$ cat config.mk
export PLATFORM = sky130hd
export DESIGN_NAME = qpack_field_line_parser
export DESIGN_NICKNAME = d
export VERILOG_FILES = /design/src/qpflp_pkg.sv /design/src/qpack_field_line_parser.sv
export SDC_FILE = /design/constraint.sdc
export NUM_CORES = 1
export LEC_CHECK = 0
export ABC_AREA = 1
export BUFFER_PORTS_ARGS = -buffer_cell sky130_fd_sc_hd__buf_2
export CAP_MARGIN = 20
export CORE_AREA = 5 5 183 185
export DETAILED_ROUTE_END_ITERATION = 8
export DIE_AREA = 0 0 188 190
export PLACE_DENSITY = 0.8
export SYNTH_ARGS = -nofsm -noshare
export SYNTH_HDL_FRONTEND = slang
export SYNTH_SLANG_ARGS = --single-unit
$ cat constraint.sdc
create_clock -name clk -period 6.6 [get_ports clk]
set_clock_uncertainty 0.2 [all_clocks]
set_input_delay 0.66 -clock clk [delete_from_list [all_inputs] [get_ports clk]]
set_output_delay 0.66 -clock clk [all_outputs]
set_load 0.02 [all_outputs]
$ cat src/qpflp_pkg.sv
// Shared types and constants for the QPACK field line parser.
// Holds the request/result structs, phase codes, line kinds and status codes.
package qpflp_pkg;

  localparam int POS_W    = 16;
  localparam int ACC_W    = 17;
  localparam int MAX_CONT = 9;

  localparam logic [ACC_W-1:0] ACC_SAT = 17'h10000;

  localparam logic [3:0] PH_PFX1      = 4'd0;
  localparam logic [3:0] PH_PFX1C     = 4'd1;
  localparam logic [3:0] PH_PFX2      = 4'd2;
  localparam logic [3:0] PH_PFX2C     = 4'd3;
  localparam logic [3:0] PH_LINE      = 4'd4;
  localparam logic [3:0] PH_IDXC      = 4'd5;
  localparam logic [3:0] PH_NLENC     = 4'd6;
  localparam logic [3:0] PH_NSKIP     = 4'd7;
  localparam logic [3:0] PH_VLEN      = 4'd8;
  localparam logic [3:0] PH_VLENC     = 4'd9;
  localparam logic [3:0] PH_VSKIP     = 4'd10;
  localparam logic [3:0] PH_DRAIN     = 4'd11;
  localparam logic [3:0] PH_HALT_LINE = 4'd12;
  localparam logic [3:0] PH_HALT_PFX  = 4'd13;

  localparam logic [1:0] KIND_INDEXED  = 2'd0;
  localparam logic [1:0] KIND_NAME_REF = 2'd1;
  localparam logic [1:0] KIND_LIT_NAME = 2'd2;
  localparam logic [1:0] KIND_END      = 2'd3;

  localparam logic [1:0] ST_OK       = 2'd0;
  localparam logic [1:0] ST_LINE_BAD = 2'd1;
  localparam logic [1:0] ST_PFX_BAD  = 2'd2;

  localparam logic [7:0] FIELD_LIMIT_RST = 8'd64;

  typedef struct packed {
    logic [7:0] byte_in;
    logic       block_last;
  } in_t;

  typedef struct packed {
    logic [1:0]       kind;
    logic             static_ref;
    logic [15:0]      table_index;
    logic [POS_W-1:0] name_offset;
    logic [15:0]      name_length;
    logic             name_huffman;
    logic [POS_W-1:0] value_offset;
    logic [15:0]      value_length;
    logic             value_huffman;
    logic [1:0]       status;
    logic [7:0]       field_count;
    logic             block_end;
  } out_t;

endpackage

$ cat src/qpack_field_line_parser.sv
// QPACK field line parser top level: byte-serial section walker and result register.
// Depends on qpflp_pkg for the request/result structs and the phase codes.
//
// Usage: one request per cycle on in_valid/in_ready carries one byte of an
// encoded field section (in_data.byte_in) and a flag marking its final byte.
// The two section prefix integers are skipped; each completed field line
// yields one descriptor on out_valid/out_ready (kind, table index, string
// offsets, lengths and Huffman flags). The final byte of a section always
// yields a result with block_end set, carrying the status of the section.
// cfg_we/cfg_wdata write the field line limit per section.
// A result is registered in the cycle after the request that causes it.
// Throughput: one byte per cycle; all per-byte work is a single pass of
// integer decode and state update ahead of the result register.
// A full result register that is not taken holds in_ready low; a taken
// result frees the register for a new request in the same cycle.
// Reset: synchronous, active low; clears the parse state, empties the result
// register and loads the field limit with 64. Each section end also returns
// the parse state to its reset value.
module qpack_field_line_parser (
  input  logic             clk,
  input  logic             rst_n,
  input  logic             in_valid,
  output logic             in_ready,
  input  qpflp_pkg::in_t   in_data,
  output logic             out_valid,
  input  logic             out_ready,
  output qpflp_pkg::out_t  out_data,
  input  logic             cfg_we,
  input  logic [7:0]       cfg_wdata
);
  import qpflp_pkg::*;

  logic [7:0]       field_limit_r;
  logic [3:0]       phase_r, phase_nxt;
  logic [POS_W-1:0] pos_r, pos_nxt;
  logic [ACC_W-1:0] acc_r, acc_nxt;
  logic [5:0]       shift_r, shift_nxt;
  logic [3:0]       cc_r, cc_nxt;
  logic [1:0]       line_kind_r, line_kind_nxt;
  logic             static_r, static_nxt;
  logic [15:0]      index_r, index_nxt;
  logic [POS_W-1:0] name_start_r, name_start_nxt;
  logic [15:0]      name_size_r, name_size_nxt;
  logic [1:0]       huff_r, huff_nxt;
  logic [POS_W-1:0] value_start_r, value_start_nxt;
  logic [15:0]      skip_r, skip_nxt;
  logic [7:0]       lines_r, lines_nxt;

  logic             out_valid_r;
  out_t             out_data_r;
  out_t             res;
  logic             done;
  logic             emit;
  logic             accept;

  logic [7:0]       b;
  logic [23:0]      cont_sum;
  logic [ACC_W-1:0] cont_acc;
  logic [3:0]       cont_cc;
  logic [5:0]       cont_shift;
  logic             cont_bad;
  logic [3:0]       cc_upd;
  logic [5:0]       shift_upd;
  logic [POS_W-1:0] next_pos;
  logic [1:0]       status_v;

  assign b        = in_data.byte_in;
  assign in_ready = !out_valid_r || out_ready;
  assign accept   = in_valid && in_ready;
  assign emit     = done || in_data.block_last;

  assign cont_sum   = {7'd0, acc_r} + ({17'd0, b[6:0]} << shift_r[4:0]);
  assign cont_cc    = cc_r + 4'd1;
  assign cont_shift = shift_r + 6'd7;
  assign cont_bad   = b[7] && (cont_cc >= 4'(MAX_CONT));
  assign cc_upd     = b[7] ? cont_cc : cc_r;
  assign shift_upd  = (b[7] && !cont_bad) ? cont_shift : shift_r;
  assign next_pos   = (pos_r == '1) ? pos_r : pos_r + 1'b1;

  always_comb begin
    if (b[6:0] == 7'd0) begin
      cont_acc = acc_r;
    end else if (shift_r < 6'd17) begin
      cont_acc = (cont_sum > {7'd0, ACC_SAT}) ? ACC_SAT : cont_sum[ACC_W-1:0];
    end else begin
      cont_acc = ACC_SAT;
    end
  end

  always_comb begin
    logic [ACC_W-1:0] acc_v;
    logic [15:0]      sat_v;
    phase_nxt       = phase_r;
    acc_nxt         = acc_r;
    shift_nxt       = shift_r;
    cc_nxt          = cc_r;
    line_kind_nxt   = line_kind_r;
    static_nxt      = static_r;
    index_nxt       = index_r;
    name_start_nxt  = name_start_r;
    name_size_nxt   = name_size_r;
    huff_nxt        = huff_r;
    value_start_nxt = value_start_r;
    skip_nxt        = skip_r;
    lines_nxt       = lines_r;
    done            = 1'b0;
    acc_v           = '0;
    sat_v           = '0;
    case (phase_r)
      PH_PFX1: begin
        acc_nxt   = {9'd0, b};
        shift_nxt = '0;
        cc_nxt    = '0;
        phase_nxt = (b != 8'hff) ? PH_PFX2 : PH_PFX1C;
      end
      PH_PFX2: begin
        acc_nxt   = {10'd0, b[6:0]};
        shift_nxt = '0;
        cc_nxt    = '0;
        phase_nxt = (b[6:0] != 7'h7f) ? PH_LINE : PH_PFX2C;
      end
      PH_PFX1C, PH_PFX2C: begin
        acc_nxt   = cont_acc;
        cc_nxt    = cc_upd;
        shift_nxt = shift_upd;
        if (cont_bad) begin
          phase_nxt = PH_HALT_PFX;
        end else if (!b[7]) begin
          phase_nxt = (phase_r == PH_PFX1C) ? PH_PFX2 : PH_LINE;
        end
      end
      PH_LINE: begin
        if (lines_r >= field_limit_r) begin
          phase_nxt = PH_DRAIN;
        end else if (b[7]) begin
          line_kind_nxt = KIND_INDEXED;
          static_nxt    = b[6];
          huff_nxt      = '0;
          acc_nxt       = {11'd0, b[5:0]};
          shift_nxt     = '0;
          cc_nxt        = '0;
          if (b[5:0] != 6'h3f) begin
            index_nxt = {10'd0, b[5:0]};
            done      = 1'b1;
          end else begin
            phase_nxt = PH_IDXC;
          end
        end else if (b[6]) begin
          if (!b[4]) begin
            phase_nxt = PH_HALT_LINE;
          end else begin
            line_kind_nxt = KIND_NAME_REF;
            static_nxt    = 1'b1;
            huff_nxt      = '0;
            acc_nxt       = {13'd0, b[3:0]};
            shift_nxt     = '0;
            cc_nxt        = '0;
            if (b[3:0] != 4'hf) begin
              index_nxt = {12'd0, b[3:0]};
              phase_nxt = PH_VLEN;
            end else begin
              phase_nxt = PH_IDXC;
            end
          end
        end else if (b[5]) begin
          line_kind_nxt = KIND_LIT_NAME;
          static_nxt    = 1'b0;
          index_nxt     = '0;
          huff_nxt      = {1'b0, b[3]};
          acc_nxt       = {14'd0, b[2:0]};
          shift_nxt     = '0;
          cc_nxt        = '0;
          if (b[2:0] != 3'h7) begin
            name_size_nxt  = {13'd0, b[2:0]};
            name_start_nxt = next_pos;
            if (b[2:0] == 3'd0) begin
              phase_nxt = PH_VLEN;
            end else begin
              skip_nxt  = {13'd0, b[2:0]};
              phase_nxt = PH_NSKIP;
            end
          end else begin
            phase_nxt = PH_NLENC;
          end
        end else begin
          phase_nxt = PH_HALT_LINE;
        end
      end
      PH_IDXC: begin
        acc_nxt   = cont_acc;
        cc_nxt    = cc_upd;
        shift_nxt = shift_upd;
        if (cont_bad) begin
          phase_nxt = PH_HALT_LINE;
        end else if (!b[7]) begin
          index_nxt = cont_acc[16] ? 16'hffff : cont_acc[15:0];
          if (line_kind_r == KIND_INDEXED) begin
            done = 1'b1;
          end else begin
            phase_nxt = PH_VLEN;
          end
        end
      end
      PH_NLENC: begin
        acc_nxt   = cont_acc;
        cc_nxt    = cc_upd;
        shift_nxt = shift_upd;
        if (cont_bad) begin
          phase_nxt = PH_HALT_LINE;
        end else if (!b[7]) begin
          sat_v          = cont_acc[16] ? 16'hffff : cont_acc[15:0];
          name_size_nxt  = sat_v;
          name_start_nxt = next_pos;
          if (sat_v == 16'd0) begin
            phase_nxt = PH_VLEN;
          end else begin
            skip_nxt  = sat_v;
            phase_nxt = PH_NSKIP;
          end
        end
      end
      PH_NSKIP: begin
        skip_nxt = skip_r - 16'd1;
        if (skip_r == 16'd1) begin
          phase_nxt = PH_VLEN;
        end
      end
      PH_VLEN, PH_VLENC: begin
        if (phase_r == PH_VLEN) begin
          huff_nxt  = {b[7], huff_r[0]};
          acc_v     = {10'd0, b[6:0]};
          shift_nxt = '0;
          cc_nxt    = '0;
        end else begin
          acc_v     = cont_acc;
          cc_nxt    = cc_upd;
          shift_nxt = shift_upd;
        end
        acc_nxt = acc_v;
        if (phase_r == PH_VLENC && cont_bad) begin
          phase_nxt = PH_HALT_LINE;
        end else if ((phase_r == PH_VLEN && b[6:0] != 7'h7f) ||
                     (phase_r == PH_VLENC && !b[7])) begin
          sat_v           = acc_v[16] ? 16'hffff : acc_v[15:0];
          acc_nxt         = {1'b0, sat_v};
          value_start_nxt = next_pos;
          if (sat_v == 16'd0) begin
            done = 1'b1;
          end else begin
            skip_nxt  = sat_v;
            phase_nxt = PH_VSKIP;
          end
        end else if (phase_r == PH_VLEN) begin
          phase_nxt = PH_VLENC;
        end
      end
      PH_VSKIP: begin
        skip_nxt = skip_r - 16'd1;
        if (skip_r == 16'd1) begin
          done = 1'b1;
        end
      end
      default: begin
      end
    endcase

    pos_nxt = next_pos;
    if (done) begin
      lines_nxt = lines_r + 8'd1;
      phase_nxt = PH_LINE;
    end

    if (phase_nxt inside {PH_PFX1, PH_PFX1C, PH_PFX2, PH_PFX2C, PH_HALT_PFX}) begin
      status_v = ST_PFX_BAD;
    end else if (!(phase_nxt inside {PH_LINE, PH_DRAIN})) begin
      status_v = ST_LINE_BAD;
    end else begin
      status_v = ST_OK;
    end

    res = '0;
    if (done) begin
      res.kind        = line_kind_nxt;
      res.static_ref  = static_nxt;
      res.table_index = index_nxt;
      if (line_kind_nxt == KIND_LIT_NAME) begin
        res.name_offset  = name_start_nxt;
        res.name_length  = name_size_nxt;
        res.name_huffman = huff_nxt[0];
      end
      if (line_kind_nxt != KIND_INDEXED) begin
        res.value_offset  = value_start_nxt;
        res.value_length  = acc_nxt[15:0];
        res.value_huffman = huff_nxt[1];
      end
    end else begin
      res.kind = KIND_END;
    end
    res.field_count = lines_nxt;
    if (in_data.block_last) begin
      res.status      = status_v;
      res.block_end   = 1'b1;
      phase_nxt       = PH_PFX1;
      pos_nxt         = '0;
      acc_nxt         = '0;
      shift_nxt       = '0;
      cc_nxt          = '0;
      line_kind_nxt   = '0;
      static_nxt      = 1'b0;
      index_nxt       = '0;
      name_start_nxt  = '0;
      name_size_nxt   = '0;
      huff_nxt        = '0;
      value_start_nxt = '0;
      skip_nxt        = '0;
      lines_nxt       = '0;
    end
  end

  always_ff @(posedge clk) begin
    if (!rst_n) begin
      field_limit_r <= FIELD_LIMIT_RST;
      phase_r       <= PH_PFX1;
      pos_r         <= '0;
      acc_r         <= '0;
      shift_r       <= '0;
      cc_r          <= '0;
      line_kind_r   <= '0;
      static_r      <= 1'b0;
      index_r       <= '0;
      name_start_r  <= '0;
      name_size_r   <= '0;
      huff_r        <= '0;
      value_start_r <= '0;
      skip_r        <= '0;
      lines_r       <= '0;
      out_valid_r   <= 1'b0;
    end else begin
      if (cfg_we) begin
        field_limit_r <= cfg_wdata;
      end
      if (accept) begin
        phase_r       <= phase_nxt;
        pos_r         <= pos_nxt;
        acc_r         <= acc_nxt;
        shift_r       <= shift_nxt;
        cc_r          <= cc_nxt;
        line_kind_r   <= line_kind_nxt;
        static_r      <= static_nxt;
        index_r       <= index_nxt;
        name_start_r  <= name_start_nxt;
        name_size_r   <= name_size_nxt;
        huff_r        <= huff_nxt;
        value_start_r <= value_start_nxt;
        skip_r        <= skip_nxt;
        lines_r       <= lines_nxt;
      end
      if (accept && emit) begin
        out_valid_r <= 1'b1;
      end else if (out_ready) begin
        out_valid_r <= 1'b0;
      end
    end
  end

  always_ff @(posedge clk) begin
    if (accept && emit) begin
      out_data_r <= res;
    end
  end

  assign out_valid = out_valid_r;
  assign out_data  = out_data_r;

  a_last_clears: assert property (@(posedge clk) disable iff (!rst_n)
    accept && in_data.block_last |=> phase_r == PH_PFX1 && lines_r == 8'd0 && pos_r == '0)
    else $error("section end did not return parse state to reset");

  a_status_on_end: assert property (@(posedge clk) disable iff (!rst_n)
    out_valid_r && out_data_r.status != ST_OK |-> out_data_r.block_end)
    else $error("nonzero status on a result that is not the section end");

  a_halt_silent: assert property (@(posedge clk) disable iff (!rst_n)
    accept && !in_data.block_last &&
    (phase_r == PH_DRAIN || phase_r == PH_HALT_LINE || phase_r == PH_HALT_PFX) |-> !emit)
    else $error("result raised after parsing stopped");

  a_end_only_zero: assert property (@(posedge clk) disable iff (!rst_n)
    out_valid_r && out_data_r.kind == KIND_END |->
    out_data_r.table_index == 16'd0 && out_data_r.value_length == 16'd0 &&
    out_data_r.name_length == 16'd0 && out_data_r.block_end)
    else $error("end-only result carries descriptor data");

  a_stall_blocks: assert property (@(posedge clk) disable iff (!rst_n)
    out_valid_r && !out_ready |=> out_valid_r)
    else $error("pending result dropped while receiver stalled");

endmodule

# Yosys cells after proc, flatten, opt, wreduce, memory -nomap -nowiden
# Cells that the tools add are included.
dict set report op_classes {
  n_addsub 6
  order_cmp 4
  n_eq_ne 38
  n_shift 1
  mux 151
  n_bitwise 1
  reduce_logical 38
}
# cell n
set ops {}
lappend ops {{$mux W16} 47}
lappend ops {{$mux W17} 13}
lappend ops {{$mux W4} 32}
lappend ops {{$pmux W16 S2} 3}
lappend ops {{$pmux W17 S5} 1}
lappend ops {{$pmux W16 S4} 1}
lappend ops {{$mux W6} 8}
lappend ops {{$ne A3 B3 Y1 const B} 13}
lappend ops {{$logic_not A16 Y1} 2}
lappend ops {{$mux W2} 16}
lappend ops {{$pmux W4 S8} 1}
lappend ops {{$add A17 B24 Y24} 1}
lappend ops {{$gt A24 B17 Y1 const B} 1}
lappend ops {{$pmux W6 S4} 1}
lappend ops {{$shl A7 B5 Y24} 1}
lappend ops {{$mux W1} 21}
lappend ops {{$eq A4 B3 Y1 const B} 5}
lappend ops {{$eq A4 B4 Y1 const B} 5}
lappend ops {{$add A16 B1 Y16 const B} 1}
lappend ops {{$eq A16 B1 Y1 const B} 1}
lappend ops {{$eq A16 B16 Y1 const B} 1}
lappend ops {{$eq A4 B2 Y1 const B} 4}
lappend ops {{$mux W8} 2}
lappend ops {{$pmux W4 S4} 1}
lappend ops {{33 further kinds} 57}
dict set report word_totals {
  regBits 245
  in_bits 22
  out_inout_bits 98
  elab_cells 269
}

# Depth between registers and ports, before layout
dict set report depth {
  depth_word 19
  depth_mapped 42
  depth_no_buf 40
}

# Worst setup path before layout
# No wires, ideal clock.
dict set report synth_timing {
  path_kind {input to register}
  startpoint {in in_data[1] in the netlist's numbering}
  endpoint {reg out_data_r (netlist bit out_data[0]), enable pin}
  setup_time_ps 450
  arrival_time_ps 5763
  required_ps 5950
  path_slack_ps 187
  path_stages 35
  n_path_buf 2
  cell_sequence {buf_2 > nand2_1 > nand2_1 > nand2_1 > nor2_1 > inv_1 > nor2_1 > inv_1 > fa_1 > inv_1 > nand2_1 > nand2_1 > nand3_1 > nand2_1 > nand2_1 > nand2_1 > nand3_1 > nand2_2 > nand2_1 > nand2_1 > nand2_1 > nor2_2 > nand2_2 > nor2_8 > nand2_2 > o21bai_4 > nand3_2 > nor2_1 > nand2_1 > nand2_1 > nand3_2 > nand2_4 > buf_6 > o21ai_2 > inv_1}
}
dict set report synth_via {
  elab_chain_len 16
  elab_cells_between_ends 24
  cone_classes {1 x add/sub; 1 x order compare; 2 x eq/ne; 1 x shift; 13 x mux; 6 x reduce/logical}
}
# item line
set synth_lines {}
lappend synth_lines {{start: declaration} qpack_field_line_parser.sv:24} ;# input qpflp_pkg::in_t in_data,
lappend synth_lines {{$shl A7 B5 Y24} qpack_field_line_parser.sv:72} ;# assign cont_sum = {7'd0, acc_r} + ({17'd0, b[6:0]} << shift_r[4:0]);
lappend synth_lines {{$add A17 B24 Y24} qpack_field_line_parser.sv:72}
lappend synth_lines {{$gt A24 B17 Y1} qpack_field_line_parser.sv:84} ;# cont_acc = (cont_sum > {7'd0, ACC_SAT}) ? ACC_SAT : cont_sum[ACC_W-1:0];
lappend synth_lines {{$mux W17} qpack_field_line_parser.sv:84}
lappend synth_lines {{$mux W17} qpack_field_line_parser.sv:83} ;# end else if (shift_r < 6'd17) begin
lappend synth_lines {{$mux W17} qpack_field_line_parser.sv:81} ;# if (b[6:0] == 7'd0) begin
lappend synth_lines {{$mux W17} qpack_field_line_parser.sv:229} ;# if (phase_r == PH_VLEN) begin
lappend synth_lines {{$mux W17} qpack_field_line_parser.sv:109} ;# case (phase_r)
lappend synth_lines {{$mux W16} qpack_field_line_parser.sv:244} ;# sat_v = acc_v[16] ? 16'hffff : acc_v[15:0];
lappend synth_lines {{$logic_not A16 Y1} qpack_field_line_parser.sv:247} ;# if (sat_v == 16'd0) begin
lappend synth_lines {{$mux W1} qpack_field_line_parser.sv:247}
lappend synth_lines {{$mux W1} qpack_field_line_parser.sv:242} ;# end else if ((phase_r == PH_VLEN && b[6:0] != 7'h7f) ||
lappend synth_lines {{$mux W1} qpack_field_line_parser.sv:240} ;# if (phase_r == PH_VLENC && cont_bad) begin
lappend synth_lines {{$pmux W1 S4 *} qpack_field_line_parser.sv:109}
lappend synth_lines {{$logic_or A1 B1 Y1 *} qpack_field_line_parser.sv:70} ;# assign emit = done || in_data.block_last;
lappend synth_lines {{$logic_and A1 B1 Y1 *} qpack_field_line_parser.sv:367} ;# if (accept && emit) begin
lappend synth_lines {{end signal: assignment} qpack_field_line_parser.sv:368} ;# out_data_r <= res;
lappend synth_lines {{end: declaration} qpack_field_line_parser.sv:50} ;# out_t out_data_r;
# Every way passes the cells marked *; elsewhere a longest branch is shown, timed or not. The select of a mux whose other input is x is not followed.
# A chain may end at the register's enable or synchronous reset.

# Final worst setup path
dict set report layout_timing {
  startpoint {reg shift_r[2]}
  endpoint {reg out_data_r (netlist bit out_data[9]) (data pin)}
}
dict set report layout_via {
  elab_chain_len 18
  elab_cells_between_ends 36
  cone_classes {1 x add/sub; 2 x order compare; 6 x eq/ne; 1 x shift; 20 x mux; 6 x reduce/logical}
}
# item line
set layout_lines {}
lappend layout_lines {{start: declaration} qpack_field_line_parser.sv:37} ;# logic [5:0] shift_r, shift_nxt;
lappend layout_lines {{start signal: assignment} qpack_field_line_parser.sv:346} ;# shift_r <= shift_nxt;
lappend layout_lines {{$shl A7 B5 Y24} qpack_field_line_parser.sv:72}
lappend layout_lines {{$add A17 B24 Y24} qpack_field_line_parser.sv:72}
lappend layout_lines {{$gt A24 B17 Y1} qpack_field_line_parser.sv:84}
lappend layout_lines {{$mux W17} qpack_field_line_parser.sv:84}
lappend layout_lines {{$mux W17 *} qpack_field_line_parser.sv:83}
lappend layout_lines {{$mux W17 *} qpack_field_line_parser.sv:81}
lappend layout_lines {{$mux W17} qpack_field_line_parser.sv:229}
lappend layout_lines {{$mux W17} qpack_field_line_parser.sv:109}
lappend layout_lines {{[... 2 more ...]} --}
lappend layout_lines {{$mux W4 / $mux W1 (equally long branches)} qpack_field_line_parser.sv:247}
lappend layout_lines {{$mux W4 / $mux W1 (equally long branches)} qpack_field_line_parser.sv:242}
lappend layout_lines {{$mux W4 / $mux W1 (equally long branches)} qpack_field_line_parser.sv:240}
lappend layout_lines {{$pmux W4 S8 / $pmux W1 S4 (equally long branches)} qpack_field_line_parser.sv:109}
lappend layout_lines {{$mux W4 *} qpack_field_line_parser.sv:268} ;# if (done) begin
lappend layout_lines {{$eq A4 B1 Y1, or another cell as far along} qpack_field_line_parser.sv:273} ;# if (phase_nxt inside {PH_PFX1, PH_PFX1C, PH_PFX2, PH_PFX2C, PH_HALT_PFX}) begin
lappend layout_lines {{$reduce_bool A5 Y1 / $reduce_bool A2 Y1 (equally long branches)} {qpack_field_line_parser.sv:273, qpack_field_line_parser.sv:275}}
lappend layout_lines {{$reduce_or A2 Y1 (no source line) / $mux W1 (equally long branches)} --}
# Marks and branches as above.

==> flow_metrics.env <==
export IMPL_run_status="finished clean"
export IMPL_dpl_hpwl_um=39300
export IMPL_hp_class="in2reg"
export IMPL_synth_top_cell_by_area="dfxtp_1"
export IMPL_drive_above_1_share_pct=11.3
export IMPL_tns_ps=0
export IMPL_wl_um=54600
export IMPL_powerDensity_nw_per_um2=203
export IMPL_grt_ovfl_total=0
export IMPL_cp_arrival_ps=6180
export IMPL_grt_pass1_wl_um=86000
export IMPL_synth_edf_count=96
export IMPL_synth_top_area_share_pct=18.4
export IMPL_design_core_area_um2=31900
export IMPL_cts_tree="built"
export IMPL_drv_cap=0
export IMPL_portBuffers=119
export IMPL_diodes=0
export IMPL_whs_ps=126
export IMPL_grtUsageTotal_pct=29.3
export IMPL_synth_most_common_cell="nand2_1"
export IMPL_setup_worst_path_start_class="flip-flop"
export IMPL_cp_max_fo=22
export IMPL_h_tree_depth=1
export IMPL_cts_root_buffer="clkbuf_16"
export IMPL_antenna_found_initial=1
export IMPL_cpPeakStageDelay_ps=600
export IMPL_antenna_left=0
export IMPL_hold_viol_final=0
export IMPL_initial_core_util_pct=51.0
export IMPL_dp_worst_setup_slack_ps=580
export IMPL_fin_nets=2533
export IMPL_rsz0062_at_grt="false"
export IMPL_synth_seq_cells=245
export IMPL_ys_types=58
export IMPL_setup_viol=0
export IMPL_grt_pass1_vias=16100
export IMPL_first_iter_violations=1867
export IMPL_drc=0
export IMPL_async_reset_ff_share_pct=0
export IMPL_syn_nets=2476
export IMPL_clockBufferDepth=3
export IMPL_timing_final_crit_share_pct=90.7
export IMPL_path_buf_inv=3
export IMPL_synth_area_top_cells="dfxtp_1, edfxtp_1, nand2_1, nor2_1, a21oi_1"
export IMPL_critPathKind="reg2reg"
export IMPL_die_w_um=188
export IMPL_viasPerCell=5.92
export IMPL_rrSetupSlack_ps=610
export IMPL_critPathRequiredTime_ps=6800
export IMPL_relSlewSlack_pct=30.1
export IMPL_finalPower_uw=3630
export IMPL_fmax_ghz=0.167
export IMPL_synth_cells=2421
export IMPL_io_pins=120
export IMPL_gp_congestion=1.03
export IMPL_cts_clk_slew_worst_paths_ps=60
export IMPL_drt_first_pass_iters=6
export IMPL_dr_total_vias=17200
export IMPL_hold_buffers=0
export IMPL_cts_buffers=25
export IMPL_end_kind="flip-flop"
export IMPL_synthTopCellsByCount="nand2_1, nor2_1, inv_1, a21oi_1, o21ai_0"
export IMPL_grt_max_degree=80
export IMPL_slew_viol_final=0
export IMPL_tightest_slew_ps=1050
export IMPL_finalWorstSetupSlack_ps=613
export IMPL_fin_crit_ps=5990
export IMPL_syn_area_um2=16300
export IMPL_yosysWarnings=0
export IMPL_syn_avg_cell_area_um2=6.71
export IMPL_synth_seq_area_share_pct=36.1
export IMPL_synthToLayoutAreaGrowth_pct=9.92
export IMPL_std_cell_rows=66
export IMPL_wl_per_cell_um=18.8
export IMPL_vdd_ir_drop_max_mv=0.177
export IMPL_insertion_delay_ps=560
export IMPL_synth_top_flop_cell="dfxtp_1"
export IMPL_dieArea_um2=35700
export IMPL_dieHeight_um=190
export IMPL_critPathSlowestCell="dfxtp_1"
export IMPL_power_leakage_uw=0.00734
export IMPL_cp_top_family="simple AND/OR/NAND/NOR gates"
export IMPL_cts_sinks=245
[kinds of logic after synthesis]
kind of cell,Yosys count,share of synthesized area (%)
AOI/OAI and AO/OA,588,20.7
xor gates and xnor gates,30,1.62
adders and majority gates,33,2.59
buffers and inverters,426,10.3
DFF,245,36.1
and+or+nand+nor,1099,28.7
[worst paths after layout]
path / from / endpoint / cells past startpoint
hold reg to reg: field_limit_r[5] / field_limit_r[5] / 2
setup / recovery: shift_r[2] / out_data[9] / 27
setup reg to reg: shift_r[2] / out_data[9] / 27
hold / removal: cfg_wdata[6] / field_limit_r[6] / 3
[per-stage QoR]
| stage | cell area [um2] | cells | util (%) |
|---|---|---|---|
| 5_1_grt | 17900 | 2905 | 56.0 |
| 2_1_floorplan | 16300 | 2421 | - |
| 3_3_place_gp | 17100 | 2859 | 53.6 |
| 6_report | 17900 | 2905 | 56.0 |
| 3_5_place_dp | 17100 | 2859 | 53.6 |
| 4_1_cts | 17900 | 2905 | 56.0 |
[layer usage]
metal	routed length, um	track usage [%]	part of all wire, %	up-vias
met4	2510	12.6	4.6	2
met5	14	0	0.026	-
met2	24200	46.7	44	885
met3	4930	4.59	9.0	183
met1	23000	39.8	42	7986
li1	-	-	-	8145
[state kept, by name, summed over array words and instances (netlist names), 6 cells and up]
name,cells
field_limit_r,8
shift_r,6
pos_r,16
name_start_r,16
value_start_r,16
out_data,96
skip_r,16
lines_r,8
acc_r,17
index_r,16
name_size_r,16
[cell type report]
type	count	area (um2)
Clock buffer	31	658
Clock inverter	15	120
Fill cell	3086	14000
Inverter	309	1170
Multi-Input combinational cell	1750	8720
Sequential cell	245	5870
Tap cell	408	510
Timing Repair Buffer	147	818
[report_power, final]
part / switching (uW) / leakage (uW) / internal [uW]
sequential: 29.5 / 0.00213 / 1610
combinational: 453 / 0.00483 / 163
clock: 624 / 0.000382 / 754
total: 1110 / 0.00734 / 2530
[layout by cell type (no fill, tap or decap), drive strengths merged, types with 4 or more instances in the layout]
master,n
inv,300
a211oi,9
ha,32
nor3,25
or2,39
xnor2,10
nor2,304
nand3,143
o21ai,209
o2111ai,19
o21a,20
o32ai,6
o22ai,33
a31oi,27
dfxtp,149
nand2,551
clkinv,20
clkbuf,31
edfxtp,96
a21oi,219
xor2,20
o211ai,13
nand3b,6
a22oi,8
buf,147
a221oi,4
nor4,4
nand4,22
[worst reg2reg max path, stage by stage (launching register included)]
cell,delay [ps]
dfxtp_1,600
clkinvlp_4,410
a21boi_0,330
inv_1,90
o21ai_0,290
ha_1,370
nand2_1,100
nand2_1,60
o21bai_1,190
nor2_1,160
nand3b_1,90
nand2_1,100
nand2_1,60
nor2_1,90
nand3_1,150
a21oi_4,430
nand3_2,190
nand2_1,220
o21ai_0,200
nand3_1,190
nor2_1,80
nand3_2,110
nand2_4,150
inv_2,360
nand3_1,230
nand3_1,170
nand3_1,80
nor2_1,140
[what timing repair did]
action	in CTS	in global routing
setup buffers	0	0
resized for setup	0	1
endpoints found under the setup margin	0	42
No activity file was read; power rests on OpenSTA's default activity.
